==> src/srad_scale.sv <==
`default_nettype none
module srad_scale (
    input  wire                aclk,
    input  wire                en,
    input  wire signed [31:0]  lo,
    input  wire signed [31:0]  hi,
    input  wire        [15:0]  code,
    output logic signed [31:0] result
);
    // Stage 1: range and product. Stage 2: divide magnitude by 65535 with reciprocal.
    // Stage 3: correction and final add.
    logic signed [32:0] lo1_reg, lo2_reg;
    logic signed [49:0] t_reg;
    logic        [48:0] mag;
    logic               neg_reg;
    logic        [33:0] q_reg;
    logic        [49:0] rem_reg;
    logic signed [32:0] diff;
    logic        [49:0] madd;
    logic        [33:0] qe;
    logic        [49:0] r;
    logic        [33:0] qf;
    logic signed [34:0] s;

    assign diff = 33'(hi) - 33'(lo);
    always_ff @(posedge aclk) begin
        if (en) begin
            t_reg   <= 50'(diff) * $signed({34'd0, code});
            lo1_reg <= 33'(lo);
        end
    end

    always_comb begin
        mag = t_reg[49] ? 49'(-t_reg) : t_reg[48:0];
        madd = 50'(mag) + 50'd32767;
        // madd/65535 ~= (madd + (madd>>16) ) >> 16, error below one
        qe = 34'((madd + (madd >> 16)) >> 16);
    end

    always_ff @(posedge aclk) begin
        if (en) begin
            q_reg   <= qe;
            rem_reg <= madd;
            neg_reg <= t_reg[49];
            lo2_reg <= lo1_reg;
        end
    end

    always_comb begin
        r  = rem_reg - 50'(q_reg) * 50'd65535;
        qf = q_reg;
        if (r[49]) qf = q_reg - 34'd1;
        else if (r >= 50'd65535) qf = q_reg + 34'd1;
        s = neg_reg ? 35'(lo2_reg) - $signed({1'b0, qf}) : 35'(lo2_reg) + $signed({1'b0, qf});
    end

    always_ff @(posedge aclk) begin
        if (en) result <= s[31:0];
    end
endmodule
`default_nettype wire

==> config.mk <==
export PLATFORM = sky130hd
export DESIGN_NAME = srad_scale
export DESIGN_NICKNAME = d
export VERILOG_FILES = /design/src/srad_scale.sv
export SDC_FILE = /design/constraint.sdc
export NUM_CORES = 2
export LEC_CHECK = 0
export BUFFER_PORTS_ARGS = -buffer_cell sky130_fd_sc_hd__buf_2
export CAP_MARGIN = 20
export CORE_MARGIN = 2
export CORE_UTILIZATION = 58
export CTS_BUF_LIST = sky130_fd_sc_hd__clkbuf_16
export DETAILED_ROUTE_END_ITERATION = 7
export GPL_TIMING_DRIVEN = 0
export PLACE_DENSITY = 0.84
export SETUP_SLACK_MARGIN = 0.2
export SYNTH_ARGS = -nofsm -noshare
export SYNTH_HDL_FRONTEND = slang
export SYNTH_SLANG_ARGS = --single-unit
export TNS_END_PERCENT = 1
==> constraint.sdc <==
create_clock -name aclk -period 25.7 [get_ports aclk]
set_input_delay 0 -clock aclk [delete_from_list [all_inputs] [get_ports aclk]]
set_output_delay 0 -clock aclk [all_outputs]
set_load 0.05 [all_outputs]
==> run summary <==
FF-to-FF End -> result[31]
Core Util, Final -> 62.1%
Final min period -> 15,240 ps
Iteration-0 DRC Markers -> 3,778
Design Area, Final -> 0.0509 sq mm
Mapped Cells -> 5,113
via/cell ratio -> 5.98
sequential fraction of the synthesis area -> 14.5%
Hold Crit Class -> in -> reg
post-synthesis net count -> 6,450
commonest non-fill, non-tap cell in the layout -> inv_1
ANT nets after route -> 0
Crit path top cell by count -> fa_1
IO buf count -> 111
HP Start -> en
slowest stage delay, CP -> 810 ps
post_cts resized -> 0
RSZ-0062 raised after global routing -> false
# fillers -> 6,410
commonest non-fill, non-tap cells in the layout -> inv_1 (1,126), fa_1 (843), nand2_1 (491)
CP Launch Type -> flip-flop
final WL -> 138,000 um
unique cell type count in the Yosys netlist -> 98
fin nets -> 6,622
hold path endpoint -> result[31]
clock latency on the worst-skew pair -> 540 ps
final period utilization -> 59.3%
WP data arrival -> 15,490 ps
Setup Viol. Count Final -> 0
routed wire length per instance -> 21.6 um
io pins -> 114
GRT overflow -> 0
Rel. slew slack -> 16.5%
placed instance area -> 0.0499 sq mm
largest net degree at the start of global routing -> 132
run status -> finished, violations left
clk sinks -> 231
worst-margin pin slew -> 1240 ps
Max FO, Critical Path -> 10
hold depth -> 1
Syn Std Cell Area -> 0.0479 sq mm
core area -> 0.0820 sq mm
FFs w/ async S/R, synth -> 0%
CP Data Required Time -> 25,950 ps
r2r setup slk -> 10,460 ps
DRT Pass-1 Iters -> 8
worst hold margin -> -13.5 ps
gpl congestion -> 1.02
max-capacitance violation count -> 0
die area -> 0.0849 sq mm
CTS Buf Count -> 22
Crit-path slowest cell -> nor3_1
vias in the first global route -> 40,100
failing checks -> DRC, hold timing
Die Y -> 291 um
CTS H-Tree Depth -> 1
root buffer cell -> clkbuf_16
row count -> 105
Warnings, synthesis -> 0
hpwl dp -> 113,000 um
Post-synth EDFFs -> 231
initial core utilization -> 58.4%
pins over their slew limit -> 0
CP Capture Type -> flip-flop
DIE WIDTH -> 291 um
Syn Area/Cell -> 9.37 sq um
FF+latch count, synth -> 231
CTS tree -> built
Final Hold Viols -> 3
first-pass GRT wire length -> 216,000 um
drt drc -> 5
RR Startpoint -> q_reg[0]
initial antenna violation count -> 7
GRT Overall Usage -> 32.8%
fmax -> 65.6 MHz
area delta synth->final -> 6.18%
main flop type after synthesis -> edfxtp_1
critical path class -> reg -> reg
Worst-path clk slew -> 70 ps
Via Count -> 38,100
depth of the most critical reg-to-reg path -> 45
clk buf depth -> 3
sum of negative setup slack -> 0 ps
share of post-route cells with drive strength above 1 -> 4.26%
Fin Clk Skew -> 24.1 ps
-- repair_timing --
| item | 4_1_cts | 5_1_grt |
|---|---|---|
| hold buffers | 33 | 0 |
| buffers inserted | 0 | 0 |
| hold endpoints to repair | 33 | 0 |
-- final cells by class --
cell class                 count  area (sq um)  area share (%)
antenna                        5          12.5          0.0246
buffer                       173           694            1.36
clock buffer                  23           576            1.13
clock inverter                15          97.6           0.192
inverter                    1123          4220            8.29
multi-input combinational   3586         36100            70.9
sequential                   231          6940            13.6
tap                         1070          1340            2.63
timing repair buffer         148           936            1.84
-- per-layer routing --
metal  GRT usage, %  share of wire, %
met5              0                 0
met4           22.3               8.4
met3           7.02                10
met2           53.7                46
met1           38.9                35
-- per-stage QoR --
stage               instances  setup WS [ps]  hold WS [ps]
global route             6370           9840          37.9
finish                   6374          10460         -13.5
detailed placement       6297          11020           193
global placement         6294          11100           194
floorplan                5113          14210          98.9
CTS                      6368          10920          15.2
-- Yosys cell counts, types with 7 or more instances --
cell | n | share of area, %
and3_1 | 42 | 0.55
or3_1 | 42 | 0.55
a21o_1 | 50 | 0.78
nand4_1 | 38 | 0.50
or4_1 | 18 | 0.28
or2_2 | 16 | 0.21
nor2b_1 | 41 | 0.54
o21ai_0 | 111 | 1.2
o2111ai_1 | 9 | 0.16
a21boi_0 | 8 | 0.13
a21oi_1 | 168 | 1.8
fa_1 | 843 | 35
mux2_2 | 8 | 0.19
buf_2 | 17 | 0.18
buf_1 | 8 | 0.063
edfxtp_1 | 231 | 14
ha_1 | 412 | 11
o31a_1 | 10 | 0.18
o311ai_0 | 7 | 0.13
o31ai_1 | 28 | 0.44
nand2_1 | 491 | 3.8
a211oi_1 | 28 | 0.44
and2_1 | 212 | 2.8
o22ai_1 | 9 | 0.12
nand2b_1 | 24 | 0.31
o211ai_1 | 18 | 0.28
xor2_1 | 79 | 1.4
a211o_1 | 11 | 0.20
xnor2_1 | 196 | 3.6
nor4_1 | 22 | 0.29
inv_1 | 1123 | 8.8
nor3_1 | 81 | 0.85
a31oi_1 | 42 | 0.55
a311oi_1 | 21 | 0.38
o41ai_1 | 8 | 0.15
nand3_1 | 88 | 0.92
o21a_1 | 37 | 0.58
a2111oi_0 | 10 | 0.18
a311o_1 | 12 | 0.25
o21bai_1 | 24 | 0.38
clkbuf_1 | 143 | 1.1
mux2i_1 | 7 | 0.15
nand3b_1 | 8 | 0.13
nor2_1 | 186 | 1.5
-- cell families (layout without fill, tap and decap cells) --
group                    count (synthesis)  count (layout)  synth area share (%)
adder cells (fa/ha/maj)               1255            1255                  46.0
AND/OR/NAND/NOR                       1344            1344                  13.9
multiplexers                            16              16                 0.366
XOR/XNOR                               276             276                  5.06
flip-flops                             231             231                  14.5
buffers and inverters                 1296            1482                  10.2
other                                    0               5                     0
AO/OA/AOI/OAI                          695             695                  9.98
-- worst max-delay path: cells and delay by family, from the launching register on --
kind	cells	cell delay [ps]
simple gates	10	3680
flops	1	680
mux	1	190
xor+xnor	3	570
fa+ha+maj	8	3440
buf+inv	9	2090
compound gates	14	4280
-- how the worst max path moves through the flow --
stage | slack, ps | to | from
floorplan | 14210 | result[31] | q_reg[0]
global placement | 11100 | result[31] | q_reg[0]
detailed placement | 11020 | result[31] | q_reg[0]
CTS | 10920 | result[31] | q_reg[0]
global route | 9840 | result[31] | q_reg[0]
finish | 10460 | result[31] | q_reg[0]
Power is not shown: default switching activity piles up to over one toggle a cycle in this logic, so the estimate is an artifact.
